### config.mk
export PLATFORM = sky130hd
export DESIGN_NAME = msc_regs
export DESIGN_NICKNAME = d
export VERILOG_FILES = /design/src/rtl/msc_pkg.sv /design/src/rtl/msc_regs.sv
export SDC_FILE = /design/constraint.sdc
export NUM_CORES = 1
export LEC_CHECK = 0
export BUFFER_PORTS_ARGS = -buffer_cell sky130_fd_sc_hd__buf_4
export CORE_MARGIN = 5
export CORE_UTILIZATION = 51
export DETAILED_ROUTE_END_ITERATION = 6
export PLACE_DENSITY = 0.79
export REMOVE_ABC_BUFFERS = 1
export SKIP_LAST_GASP = 1
export SYNTH_ARGS = -nofsm -noshare
export SYNTH_HDL_FRONTEND = slang
export SYNTH_SLANG_ARGS = --single-unit
### constraint.sdc
create_clock -name clk -period 1.75 [get_ports clk]
set_input_delay 0.35 -clock clk [delete_from_list [all_inputs] [get_ports clk]]
set_output_delay 0.35 -clock clk [all_outputs]
set_load 0.005 [all_outputs]
### src/rtl/msc_pkg.sv
// shared types, constants and register codes for the motor sensor conversion block
// no dependencies
package msc_pkg;

  localparam int ADC_BITS_DEF    = 12;
  localparam int UPDATE_MS_DEF   = 10;

  localparam int IN_CODE_W = 12;
  localparam int CFG_W     = 20;
  localparam int CFG_IDX_W = 3;

  localparam int LOG_W     = 20;
  localparam int M_W       = 31;
  localparam int L_W       = 21;
  localparam int D_W       = 23;
  localparam int TERM_W    = 30;
  localparam int DEN_W     = 48;
  localparam int DVD_W     = 60;
  localparam int DVS_W     = 47;
  localparam int QUO_W     = 17;
  localparam int DSH_W     = DVS_W + QUO_W - 1;
  localparam int LOG_STEPS = 16;
  localparam int DIV_STEPS = QUO_W;

  localparam logic [4:0]  LOG_NORM  = 5'd30;
  localparam logic [15:0] LN2_Q16   = 16'd45426;
  localparam logic signed [15:0] TEMP_LOW  = -16'sd2732;
  localparam logic signed [15:0] TEMP_HIGH = 16'sd20000;
  localparam logic [15:0] SAT16     = 16'hFFFF;

  localparam logic [CFG_IDX_W-1:0] REG_FIXED_OHM   = 3'd0;
  localparam logic [CFG_IDX_W-1:0] REG_NOMINAL_OHM = 3'd1;
  localparam logic [CFG_IDX_W-1:0] REG_BETA        = 3'd2;
  localparam logic [CFG_IDX_W-1:0] REG_NOMINAL_CK  = 3'd3;
  localparam logic [CFG_IDX_W-1:0] REG_REF_MV      = 3'd4;
  localparam logic [CFG_IDX_W-1:0] REG_SHUNT       = 3'd5;
  localparam logic [CFG_IDX_W-1:0] REG_DIVIDER     = 3'd6;
  localparam logic [CFG_IDX_W-1:0] REG_MOTOR_EN    = 3'd7;

  typedef struct packed {
    logic [19:0] ntc_fixed_ohm;
    logic [19:0] ntc_nominal_ohm;
    logic [13:0] ntc_beta_kelvin;
    logic [15:0] ntc_nominal_centikelvin;
    logic [12:0] reference_mv;
    logic [19:0] shunt_gain_milliohm;
    logic [15:0] divider_ratio_q8;
    logic        motor_ntc_enabled;
  } cfg_t;

  typedef enum logic [4:0] {
    OP_NONE, OP_LOAD, OP_PREP1, OP_PREP2, OP_LOG_INIT, OP_LOG_STEP, OP_LOG_ACC,
    OP_TERM, OP_DEN, OP_TDIV_INIT, OP_CDIV_INIT, OP_DIV_STEP, OP_TSTORE,
    OP_CUR1, OP_CUR2, OP_CSTORE, OP_SUP1, OP_SUP2, OP_SSTORE, OP_OUT
  } op_t;

  typedef enum logic [4:0] {
    S_IDLE, S_CHECK, S_PREP1, S_PREP2, S_LOG_INIT, S_LOG_STEP, S_LOG_ACC,
    S_TERM, S_DEN, S_TDIV_INIT, S_DIV_STEP, S_TSTORE, S_CUR1, S_CUR2,
    S_CDIV_INIT, S_CSTORE, S_SUP1, S_SUP2, S_SSTORE, S_OUT
  } state_t;

  typedef struct packed {
    op_t        op;
    logic [1:0] sel;
    logic       sensor;
  } cmd_t;

  typedef struct packed {
    logic fresh;
    logic out_free;
  } sts_t;

endpackage

### src/rtl/msc_regs.sv
// configuration register file, write only
// depends on msc_pkg
module msc_regs import msc_pkg::*; (
  input  logic                 clk,
  input  logic                 rst,
  input  logic                 cfg_we,
  input  logic [CFG_IDX_W-1:0] cfg_index,
  input  logic [CFG_W-1:0]     cfg_data,
  output cfg_t                 cfg
);

  always_ff @(posedge clk) begin
    if (rst) begin
      cfg.ntc_fixed_ohm           <= 20'd10000;
      cfg.ntc_nominal_ohm         <= 20'd10000;
      cfg.ntc_beta_kelvin         <= 14'd3950;
      cfg.ntc_nominal_centikelvin <= 16'd29815;
      cfg.reference_mv            <= 13'd3300;
      cfg.shunt_gain_milliohm     <= 20'd1000;
      cfg.divider_ratio_q8        <= 16'd2816;
      cfg.motor_ntc_enabled       <= 1'b1;
    end else if (cfg_we) begin
      unique case (cfg_index)
        REG_FIXED_OHM:   cfg.ntc_fixed_ohm           <= cfg_data;
        REG_NOMINAL_OHM: cfg.ntc_nominal_ohm         <= cfg_data;
        REG_BETA:        cfg.ntc_beta_kelvin         <= cfg_data[13:0];
        REG_NOMINAL_CK:  cfg.ntc_nominal_centikelvin <= cfg_data[15:0];
        REG_REF_MV:      cfg.reference_mv            <= cfg_data[12:0];
        REG_SHUNT:       cfg.shunt_gain_milliohm     <= cfg_data;
        REG_DIVIDER:     cfg.divider_ratio_q8        <= cfg_data[15:0];
        REG_MOTOR_EN:    cfg.motor_ntc_enabled       <= cfg_data[0];
      endcase
    end
  end

endmodule

== After elaboration in Yosys (flattened, before gate mapping) ==
Cells that the tools add are included.

* Register bits after elaboration: 120
* Latch bits: 0
* RAM bits: 0
* Bits in read-only memories: 0
* Output and inout port bits: 120
* Logic and storage cells: 24
* Memories: 0

* $add $sub $neg: 0
* $mul: 0
* Divide/modulo/power cells: 0
* $lt $le $gt $ge: 0
* Eq/ne operators: 7
* Shift-type cells: 0
* Mux-type cells: 0
* Bitwise operators: 0
* Reductions and logical operators: 9

{| class="wikitable"
|+ Operators by type and width
! kind !! number
|-
| 2-bit AND reduction || 8
|-
| 3-bit equality test, second input constant || 4
|-
| 3-bit by 2-bit equality test with 1-bit output, second input constant || 2
|-
| 3-bit by 1-bit equality test with 1-bit output, second input constant || 1
|-
| 3-bit zero test || 1
|}

== Depth between registers and ports, before layout ==
* Depth after elaboration: 2
* Depth in mapped cells: 5
* Gate-level depth less buffers: 2

== Least setup slack after synthesis ==
Ideal clock, no wire load.

* Path kind: input port to flip-flop
* Start point: input port cfg_index[0]
* End point: register cfg[109] in the netlist's numbering
* Arrival time: 1.277 ns
* Data required time: 1.621 ns
* Slack: 0.344 ns
* Stages: 4
* Path buffers: 2
* Cell sequence: or4b_1 buf_6 buf_12 mux2i_1

* Longest elaborated chain between the ends: 2

{| class="wikitable"
|+ Ends and longest elaborated chain
! what !! line !! RTL
|-
| from (decl) || msc_regs.sv:7 || <nowiki>input logic [CFG_IDX_W-1:0] cfg_index,</nowiki>
|-
| 3-bit zero test || msc_regs.sv:23 || <nowiki>unique case (cfg_index)</nowiki>
|-
| 2-bit AND reduction (no source line) || - ||
|-
| to (decl) || msc_regs.sv:9 || <nowiki>output cfg_t cfg</nowiki>
|}

Every way passes these cells.
A chain may end at the register's enable or synchronous reset.

== Final worst setup path ==
* Start point: register cfg[85] in the netlist's numbering
* End point: output port cfg[85] in the netlist's numbering

No word-level cell between the ends.

==> impl_metrics.yaml <==
cells_and_area:
  final_nets: 616
  regArea_sq_mm: 0.00240
  largest_register: "cfg"
  largest_register_ffs: 120
  antenna_cells: 0
  n_fill_cell: 682
  multiInputGateArea_sq_mm: 0.00217
  final_cell_mix: "buf_4, mux2i_1, dfxtp_1"
  utilization_pct: 71.7
  fin_area_sq_mm: 0.00656
  reg.largest.list: "cfg (120)"
  area_growth_pct: 37.8
  layout_commonest_cell: "buf_4"
  drive_gt1_share_pct: 32.8
grt:
  antenna_found_initial: 0
  grt_pass1_vias: 3664
  grt.overflow.total: 0
  grt_pass1_wl_microns: 18900
  grt_max_degree: 54
  gr-usage-all-layers_pct: 21.4
floorplanning:
  std_cell_rows: 35
  core_area_sq_mm: 0.00915
  die_h_microns: 107
  die_x_microns: 107
  ios: 146
  initial_core_util_pct: 52.0
  dieArea_sq_mm: 0.0114
drt:
  final_antenna_net_count: 0
  first_pass_iters: 6
  via_count: 3592
  wl_per_cell_microns: 16.7
  drt_iter0_drc: 138
  remaining_drc_errors: 0
  viasPerCell: 5.03
  drt_wl_total_microns: 12000
critical_path:
  cp_slowest_cell: "dfxtp_1"
  slowest_delay_ns: 0.37
  path_buf_inv: 1
  critPathRequiredTime_ns: 1.40
  crit_path_max_fanout: 2
  crit_family: "flip-flops"
  startpoint_type: "flip-flop"
  crit_arrival_ns: 1.00
  crit_type: "reg2out"
  crit_path_end_kind: "output port"
  crit_chain: "buf_4"
synth:
  syn_inst: 444
  synth.area.top_cells: "dfxtp_1, mux2i_1, nand2b_1"
  syn_area_sq_mm: 0.00476
  yosysTopAreaCell: "dfxtp_1"
  yosysSeqAreaShare_pct: 50.5
  postSynthAreaPerCell_sq_um: 10.7
  synth_top_area_share_pct: 50.5
  synth_warnings: 0
  ys_ff_latch: 120
  synth.distinct_cells: 18
place:
  routabilityCongestion: 0.748
  dpl.hpwl_microns: 8370
  placed_area_sq_mm: 0.00597
  pre_cts_slack_ns: 0.202
  portBuffers: 145
sta:
  fmax_ghz: 0.740
  rsz0062_at_grt: "no"
  fin_crit_ns: 1.35
  worst_slack_ns: 0.399
  slew_violations: 0
  finalClockSkew_ns: 0
  slew_headroom_pct: 71.9
  min_period_over_period_pct: 77.2
  tightestPinTransition_ns: 0.420
  final_hold_viol_count: 0
  setup_viol: 0
clock_tree:
  clk_pin_slew_worst_paths_ns: 0.06
  clock_path_buffers: 2
  cts_setup_buffers: 0
  clock-root-buffer: "clkbuf_8"
  htree_levels: 4
  hold_buffers: 0
  cts_sinks: 120
  cts_resized: 0
  cts_tree: "yes"
  cts_buffers: 17
  insertion_delay_ns: 0.50
power_and_ir_drop:
  irDropWorstVdd_mv: 0.592
  powerDensity_mw_per_mm2: 1020
  leakagePower_nw: 3.20
worst_hold_path:
  hold_class: "in2reg"
run:
  cap_violations: 0
outcome:
  status: "finished, final reports clean"
report_power, final:
part	total, mW	leakage (nW)	switching [mW]	internal (mW)
Sequential	2.83	0.973	0.0359	2.79
Combinational	0.450	1.96	0.213	0.238
Clock	3.39	0.273	1.28	2.11
Total	6.67	3.20	1.53	5.14
synth_stat cells:
master and n:
buf_4 4, nand4bb_1 3, nor4b_4 1, nor4bb_1 1, buf_12 1, nand2b_1 95
and4bb_2 1, dfxtp_1 120, mux2i_1 120, nor2_1 60, buf_1 1, clkbuf_1 17
or4b_1 1, and4b_1 2, buf_6 2, nand4b_1 3, nand4_1 1, buf_2 11
layout make-up:
type	count	share of cell area, %
Tap cell	111	2.12
Multi-Input combinational cell	288	33.1
Clock inverter	13	2.23
Timing Repair Buffer	163	19.2
Sequential cell	120	36.6
Clock buffer	19	6.73
per-layer routing:
layer	up-vias	global-route usage (%)	wire length [microns]
met2	108	35.7	5910
met5	-	0	0
li1	1767	-	-
met1	1712	25.9	5110
met3	5	8.67	873
met4	0	5.30	57
metrics by stage:
stage                     hold slack, ns  setup TNS [ns]  cells  total power [mW]
after floorplan                    0.464          -0.151    408              3.07
after global placement             0.460               0    682              3.33
after detailed placement           0.463               0    682              3.34
after CTS                          0.104               0    714              6.72
after global routing               0.115               0    714              6.93
final                              0.122               0    714              6.67
worst paths after layout:
path                                    from       to  slack, ns  depth (start not counted)
worst min-delay path            cfg_data[14]  cfg[64]       0.12                          3
worst max register to register       cfg[90]  cfg[90]       1.10                          2
worst max-delay path                 cfg[85]  cfg[85]       0.40                          1
worst min register to register       cfg[58]  cfg[58]       0.47                          2
cells by family after synthesis:
group	Yosys count	share of synthesized area, %
simple gates	168	20.2
buf+inv	36	4.10
mux	120	25.2
flops	120	50.5
No activity file was read; power rests on OpenSTA's default activity.
