File: config.mk
export PLATFORM = sky130hd
export DESIGN_NAME = msc_ctrl
export DESIGN_NICKNAME = d
export VERILOG_FILES = /design/src/rtl/msc_pkg.sv /design/src/rtl/msc_ctrl.sv
export SDC_FILE = /design/constraint.sdc
export NUM_CORES = 1
export LEC_CHECK = 0
export BUFFER_PORTS_ARGS = -buffer_cell sky130_fd_sc_hd__buf_2
export CAP_MARGIN = 40
export CORE_MARGIN = 3
export CORE_UTILIZATION = 55
export DETAILED_ROUTE_END_ITERATION = 6
export PLACE_DENSITY_LB_ADDON = 0.1
export SYNTH_ARGS = -nofsm -noshare
export SYNTH_HDL_FRONTEND = slang
export SYNTH_SLANG_ARGS = --single-unit
File: constraint.sdc
create_clock -name clk -period 2.29 [get_ports clk]
set_input_delay 0.1145 -clock clk [delete_from_list [all_inputs] [get_ports clk]]
set_output_delay 0.1145 -clock clk [all_outputs]
set_load 0.005 [all_outputs]
File: src/rtl/msc_pkg.sv
// shared types, constants and register codes for the motor sensor conversion block
// no dependencies
package msc_pkg;

  localparam int ADC_BITS_DEF    = 12;
  localparam int UPDATE_MS_DEF   = 10;

  localparam int IN_CODE_W = 12;
  localparam int CFG_W     = 20;
  localparam int CFG_IDX_W = 3;

  localparam int LOG_W     = 20;
  localparam int M_W       = 31;
  localparam int L_W       = 21;
  localparam int D_W       = 23;
  localparam int TERM_W    = 30;
  localparam int DEN_W     = 48;
  localparam int DVD_W     = 60;
  localparam int DVS_W     = 47;
  localparam int QUO_W     = 17;
  localparam int DSH_W     = DVS_W + QUO_W - 1;
  localparam int LOG_STEPS = 16;
  localparam int DIV_STEPS = QUO_W;

  localparam logic [4:0]  LOG_NORM  = 5'd30;
  localparam logic [15:0] LN2_Q16   = 16'd45426;
  localparam logic signed [15:0] TEMP_LOW  = -16'sd2732;
  localparam logic signed [15:0] TEMP_HIGH = 16'sd20000;
  localparam logic [15:0] SAT16     = 16'hFFFF;

  localparam logic [CFG_IDX_W-1:0] REG_FIXED_OHM   = 3'd0;
  localparam logic [CFG_IDX_W-1:0] REG_NOMINAL_OHM = 3'd1;
  localparam logic [CFG_IDX_W-1:0] REG_BETA        = 3'd2;
  localparam logic [CFG_IDX_W-1:0] REG_NOMINAL_CK  = 3'd3;
  localparam logic [CFG_IDX_W-1:0] REG_REF_MV      = 3'd4;
  localparam logic [CFG_IDX_W-1:0] REG_SHUNT       = 3'd5;
  localparam logic [CFG_IDX_W-1:0] REG_DIVIDER     = 3'd6;
  localparam logic [CFG_IDX_W-1:0] REG_MOTOR_EN    = 3'd7;

  typedef struct packed {
    logic [19:0] ntc_fixed_ohm;
    logic [19:0] ntc_nominal_ohm;
    logic [13:0] ntc_beta_kelvin;
    logic [15:0] ntc_nominal_centikelvin;
    logic [12:0] reference_mv;
    logic [19:0] shunt_gain_milliohm;
    logic [15:0] divider_ratio_q8;
    logic        motor_ntc_enabled;
  } cfg_t;

  typedef enum logic [4:0] {
    OP_NONE, OP_LOAD, OP_PREP1, OP_PREP2, OP_LOG_INIT, OP_LOG_STEP, OP_LOG_ACC,
    OP_TERM, OP_DEN, OP_TDIV_INIT, OP_CDIV_INIT, OP_DIV_STEP, OP_TSTORE,
    OP_CUR1, OP_CUR2, OP_CSTORE, OP_SUP1, OP_SUP2, OP_SSTORE, OP_OUT
  } op_t;

  typedef enum logic [4:0] {
    S_IDLE, S_CHECK, S_PREP1, S_PREP2, S_LOG_INIT, S_LOG_STEP, S_LOG_ACC,
    S_TERM, S_DEN, S_TDIV_INIT, S_DIV_STEP, S_TSTORE, S_CUR1, S_CUR2,
    S_CDIV_INIT, S_CSTORE, S_SUP1, S_SUP2, S_SSTORE, S_OUT
  } state_t;

  typedef struct packed {
    op_t        op;
    logic [1:0] sel;
    logic       sensor;
  } cmd_t;

  typedef struct packed {
    logic fresh;
    logic out_free;
  } sts_t;

endpackage

File: src/rtl/msc_ctrl.sv
// sequencer for one conversion: log steps, divide steps and stores
// depends on msc_pkg
module msc_ctrl import msc_pkg::*; (
  input  logic clk,
  input  logic rst,
  input  logic in_valid,
  output logic in_ready,
  input  sts_t sts,
  output cmd_t cmd
);

  state_t     state, state_next;
  logic [4:0] cnt, cnt_next;
  logic [1:0] sel, sel_next;
  logic       sensor, sensor_next;
  logic       cur_phase, cur_phase_next;

  always_ff @(posedge clk) begin
    if (rst) begin
      state     <= S_IDLE;
      cnt       <= '0;
      sel       <= '0;
      sensor    <= 1'b0;
      cur_phase <= 1'b0;
    end else begin
      state     <= state_next;
      cnt       <= cnt_next;
      sel       <= sel_next;
      sensor    <= sensor_next;
      cur_phase <= cur_phase_next;
    end
  end

  always_comb begin
    state_next = state;
    unique case (state)
      S_IDLE:      if (in_valid) state_next = S_CHECK;
      S_CHECK:     state_next = sts.fresh ? S_PREP1 : S_OUT;
      S_PREP1:     state_next = S_PREP2;
      S_PREP2:     state_next = S_LOG_INIT;
      S_LOG_INIT:  state_next = S_LOG_STEP;
      S_LOG_STEP:  if (cnt == 5'(LOG_STEPS - 1)) state_next = S_LOG_ACC;
      S_LOG_ACC:   state_next = (sel == 2'd3) ? S_TERM : S_LOG_INIT;
      S_TERM:      state_next = S_DEN;
      S_DEN:       state_next = S_TDIV_INIT;
      S_TDIV_INIT: state_next = S_DIV_STEP;
      S_DIV_STEP: begin
        if (cnt == 5'(DIV_STEPS - 1)) state_next = cur_phase ? S_CSTORE : S_TSTORE;
      end
      S_TSTORE:    state_next = sensor ? S_CUR1 : S_LOG_INIT;
      S_CUR1:      state_next = S_CUR2;
      S_CUR2:      state_next = S_CDIV_INIT;
      S_CDIV_INIT: state_next = S_DIV_STEP;
      S_CSTORE:    state_next = S_SUP1;
      S_SUP1:      state_next = S_SUP2;
      S_SUP2:      state_next = S_SSTORE;
      S_SSTORE:    state_next = S_OUT;
      S_OUT:       if (sts.out_free) state_next = S_IDLE;
      default:     state_next = S_IDLE;
    endcase
  end

  always_comb begin
    cnt_next       = '0;
    sel_next       = sel;
    sensor_next    = sensor;
    cur_phase_next = cur_phase;
    if (state == S_LOG_STEP && cnt != 5'(LOG_STEPS - 1)) cnt_next = cnt + 5'd1;
    if (state == S_DIV_STEP && cnt != 5'(DIV_STEPS - 1)) cnt_next = cnt + 5'd1;
    if (state == S_IDLE) begin
      sel_next       = '0;
      sensor_next    = 1'b0;
      cur_phase_next = 1'b0;
    end
    if (state == S_LOG_ACC) sel_next = sel + 2'd1;
    if (state == S_TSTORE) sensor_next = 1'b1;
    if (state == S_CUR1) cur_phase_next = 1'b1;
  end

  always_comb begin
    in_ready   = 1'b0;
    cmd.op     = OP_NONE;
    cmd.sel    = sel;
    cmd.sensor = sensor;
    unique case (state)
      S_IDLE: begin
        in_ready = 1'b1;
        if (in_valid) cmd.op = OP_LOAD;
      end
      S_PREP1:     cmd.op = OP_PREP1;
      S_PREP2:     cmd.op = OP_PREP2;
      S_LOG_INIT:  cmd.op = OP_LOG_INIT;
      S_LOG_STEP:  cmd.op = OP_LOG_STEP;
      S_LOG_ACC:   cmd.op = OP_LOG_ACC;
      S_TERM:      cmd.op = OP_TERM;
      S_DEN:       cmd.op = OP_DEN;
      S_TDIV_INIT: cmd.op = OP_TDIV_INIT;
      S_DIV_STEP:  cmd.op = OP_DIV_STEP;
      S_TSTORE:    cmd.op = OP_TSTORE;
      S_CUR1:      cmd.op = OP_CUR1;
      S_CUR2:      cmd.op = OP_CUR2;
      S_CDIV_INIT: cmd.op = OP_CDIV_INIT;
      S_CSTORE:    cmd.op = OP_CSTORE;
      S_SUP1:      cmd.op = OP_SUP1;
      S_SUP2:      cmd.op = OP_SUP2;
      S_SSTORE:    cmd.op = OP_SSTORE;
      S_OUT:       if (sts.out_free) cmd.op = OP_OUT;
      default:     cmd.op = OP_NONE;
    endcase
  end

endmodule

Yosys cells after proc, flatten, opt, wreduce, memory -nomap -nowiden

Cells that the tools add are included.

Shift operators: 0
Reductions and logical operators: 8
$mul: 0
Eq/ne operators: 28
Bitwise operators: 0
Add/subtract/negate cells: 2
Divide/modulo/power cells: 0
Order comparisons: 0
Muxes and demuxes: 20

Operators by type and width:

| kind                                          | count |
|---|---|
| one-hot mux 5 bit (19 select lines)           | 2 |
| == test 5 x 4 -> 1 bit, second input constant | 9 |
| two-way mux 5 bit                             | 8 |
| == test 5 bit, second input constant          | 5 |
| == test 5 x 3 -> 1 bit, second input constant | 4 |
| == test 5 x 2 -> 1 bit, second input constant | 2 |
| != test 2 bit, second input constant          | 4 |
| two-way mux 2 bit                             | 3 |
| nonzero test 2 bit                            | 3 |
| adder 5 x 1 -> 5 bit, second input constant   | 1 |
| == test 5 x 1 -> 1 bit, second input constant | 1 |
| zero test 5 bit                               | 1 |
| two-way mux 1 bit                             | 5 |
| != test 5 x 4 -> 1 bit, second input constant | 1 |
| != test 5 bit, second input constant          | 1 |
| two-way mux 4 bit                             | 1 |
| AND reduction 4 bit                           | 1 |
| two-way mux 3 bit                             | 1 |
| adder 2 x 1 -> 2 bit, second input constant   | 1 |
| == test 2 bit, second input constant          | 1 |
| logical AND 1 bit                             | 2 |
| OR reduction 2 bit                            | 1 |

Bits in registers: 14
Output and inout bits: 9
Memories kept: 0
ROM bits: 0
Bits in latches: 0
Bits in writable memories: 0

Longest topological paths before layout

Word-level depth: 4
Depth in mapped cells: 7
Gate-level depth less buffers: 7

Least setup slack after synthesis

OpenSTA, ideal clock, no wires.

Path type: flip-flop to flip-flop
From: register cnt[0]
To: register state[1]
Arrival time: 1.725 ns
Clock period less this slack: 1.813 ns
Path buffers: 0
Stages on the path, launching flop included: 8
Required time: 2.202 ns
Path slack: 0.477 ns
Library setup time: 0.088 ns
Cell sequence: dfxtp_1 -> ha_1 -> and3_1 -> ha_1 -> or4b_4 -> o22ai_4 -> a21oi_1 -> o32ai_2

Longest elaborated chain between the ends: 3
Elaborated cells between the ends (all ways): 5
Classes of those cells: eq/ne: 4; reduce/logical: 1

RTL lines:

| element                                                 | line                           | source |
|---|---|---|
| start, declared                                         | msc_ctrl.sv:13                 | `logic [4:0] cnt, cnt_next;` |
| start signal, assigned                                  | msc_ctrl.sv:27                 | `cnt <= cnt_next;` |
| == test 5 bit or == test 5 x 4 -> 1 bit (tied branches) | msc_ctrl.sv:48, msc_ctrl.sv:42 |  |
| != test 2 bit (no source line)                          | -                              |  |
| AND reduction 4 bit (no source line) *                  | -                              |  |
| end signal, assigned                                    | msc_ctrl.sv:26                 | `state <= state_next;` |
| end, declared                                           | msc_ctrl.sv:12                 | `state_t state, state_next;` |

Every way passes the cells marked *; elsewhere a longest branch is shown, timed or not.
A chain may end at the register's enable or synchronous reset.

Final worst setup path

Ends and elaborated chain as after synthesis.

==> key figures <==
Timing
  – Fmax: 0.518 GHz
  – Setup tns final: 0 ps
  – RSZ-0062 raised after global routing: no
  – Final min period: 1930 ps
  – Tcrit/Tclk final: 84.4%
  – Slew headroom: 53.2%
  – Hold Vio Cnt, Final: 0
  – Slew Limit Fails: 0
  – Hold WS: 157 ps
  – Final setup violation count: 0
  – Worst-margin pin slew: 701 ps
  – Setup ws final: 358 ps
  – Setup Skew: 5.64 ps

Clocking
  – Htree depth: 1
  – CTS Buffer Depth: 2
  – TritonCTS Sinks: 14
  – Hold_buf cts: 0
  – Worst-path clk slew: 90 ps
  – Clock Latency Late Sink: 280 ps
  – Root Buffer: clkbuf_4
  – PostCTS Resize Cnt: 0
  – CTS tree: yes
  – Num CTS Buffers: 3
  – Post-CTS setup buffer count: 0

Floorplan
  – Die H: 48.8 um
  – Die extent in x: 48.8 um
  – Core area: 1610 um2
  – IO Pins: 14
  – Die area: 2380 um2
  – Starting Density: 62.4%
  – # rows: 14

Global routing
  – First-pass GRT wire length: 3820 um
  – Vias in the first global route: 888
  – Overall global routing resource usage: 20.0%
  – Initial antenna violation count: 0
  – Remaining global-route overflow: 0
  – Largest net degree at the start of global routing: 25

Routing
  – DRT Wirelength: 2210 um
  – Initial drt markers: 17
  – Vias per inst: 5.74
  – Post-route ant nets: 0
  – Remaining DRCs: 0
  – DR WL/cell: 13.5 um
  – Initial DRT Pass Iterations: 4
  – Via count: 941

Yosys
  – Mapped Area: 1010 um2
  – Synth warnings: 0
  – Yosys reg bits: 14
  – Post-synth EDFFs: 0
  – Fraction of synthesized cell area taken by the top area cell type: 27.9%
  – Main synth FF type: dfxtp_1
  – Synthesized net count: 141
  – Post-synthesis async set-or-reset flop share: 0%
  – Synth cell types: 44
  – Register area share after synthesis: 27.9%
  – Area leader, netlist: dfxtp_1
  – Average cell area after synthesis: 7.62 um2
  – Area contributors post-synth: dfxtp_1 28%, a21oi_1 6.0%, ha_1 5.0%
  – Post-Syn Instances: 132

Worst setup path
  – Critical Path Sink: state[1]
  – Max Fanout on Critical Path: 4
  – Reg-to-reg endpoint: state[1]
  – Worst r2r path cells: 7
  – Critical Path AT: 2130 ps
  – Max stage delay on crit path: 500 ps
  – Kind of critical path: reg2reg
  – Crit-path leading delay family: simple AND/OR/NAND/NOR gates
  – Reg2Reg Setup Slack: 360 ps
  – Crit. End Element: flop
  – Worst path required time: 2490 ps
  – Crit Reg-Reg Startpoint: cnt[0]
  – Crit-path slowest cell: or4b_4
  – Startpoint Class: flop
  – WP depth: 7
  – Most Frequent Cell on Critical Path: ha_1
  – Critical Path Start: cnt[0]
  – CP cell instances: ha_1, and3_1, ha_1, or4b_4, o22ai_4, a21oi_1, o32ai_2
  – Buf/Inv on CP: 0

Power and ir drop
  – Worst vdd ir: 0.462 mV
  – PD cells: 715 nW/um2
  – Power Total: 0.788 mW
  – Leakage power: 0.437 nW

Finish
  – Most frequent cells in the layout: 14 x dfxtp_1, 13 x buf_2, 12 x a21oi_1
  – Fillers: 154
  – Area of the multi-input gates: 627 um2
  – Final std cell area, no fill: 1100 um2
  – Post-Layout Cell Count: 164
  – Sequential Area: 280 um2
  – Layout cell share with drive strength beyond 1: 19.3%
  – Final-stage net count: 150
  – Synthesis-to-finish area growth: 9.58%
  – N_diodes: 0
  – Final core utilization: 68.4%
  – Most common cell after layout, fill and taps aside: dfxtp_1

Run status
  – Status: complete, no violations

Place
  – Routability cong.: 0.784
  – Post-detail-place hpwl: 1590 um
  – DP Area: 1070 um2
  – Port-buffer cells: 13
  – Dpl cells: 160
  – Place WS: 356 ps

Job
  – Max-cap viol count: 0

Hold path
  – Worst hold path class: in2reg
  – Hold Startpoint: rst
Yosys cell counts (all sizes together), types with 2 or more instances:
master / n
dfxtp: 14
a21oi: 12
nor2: 11
buf: 10
inv: 9
nand2: 8
o21ai: 7
nor2b: 6
ha: 4
nor3: 4
o22ai: 4
clkbuf: 3
nand2b: 3
nor4: 3
and3: 2
nand3: 2
nand3b: 2
nand4: 2
o21bai: 2
o31ai: 2
or2: 2
xor2: 2
routing by layer:
layer	share of wire, %	GRT usage [%]
met1	45	23.5
met2	48	35.3
met3	6.4	5.52
met4	0.41	5.21
met5	0	0
sequential cells by signal (all words and copies together), names as in the netlist:
name	count
sel	2
cur_phase	1
sensor	1
cnt	5
state	5
where the power goes:
| part | switching [mW] | leakage [nW] | internal (mW) | total, mW |
|---|---|---|---|---|
| Sequential | 0.0287 | 0.113 | 0.259 | 0.288 |
| Clock | 0.0810 | 0.0210 | 0.0968 | 0.178 |
| Combinational | 0.184 | 0.303 | 0.138 | 0.322 |
worst min path at each step:
stage | to | slack (ps) | cells past startpoint
after floorplan | state[2] | 290 | 2
after global placement | sel[0] | 430 | 2
after detailed placement | cnt[0] | 450 | 1
after CTS | sensor | 140 | 2
after global routing | sensor | 150 | 2
final | sensor | 160 | 2
kinds of logic after synthesis:
kind of cell / Yosys count / synth area share, %
xor+xnor: 3 / 2.61
mux: 1 / 1.12
simple gates: 52 / 29.2
compound gates: 36 / 24.4
fa+ha+maj: 4 / 4.98
flops: 14 / 27.9
buf+inv: 22 / 9.82
cell type report:
class	count	share of cell area, %
well taps	24	2.72
inverters	9	3.06
clock buffers	4	3.29
flip-flops and latches	14	25.4
repair buffers	17	8.63
multi-input cells	96	56.9
(Power assumes the default switching activity.)
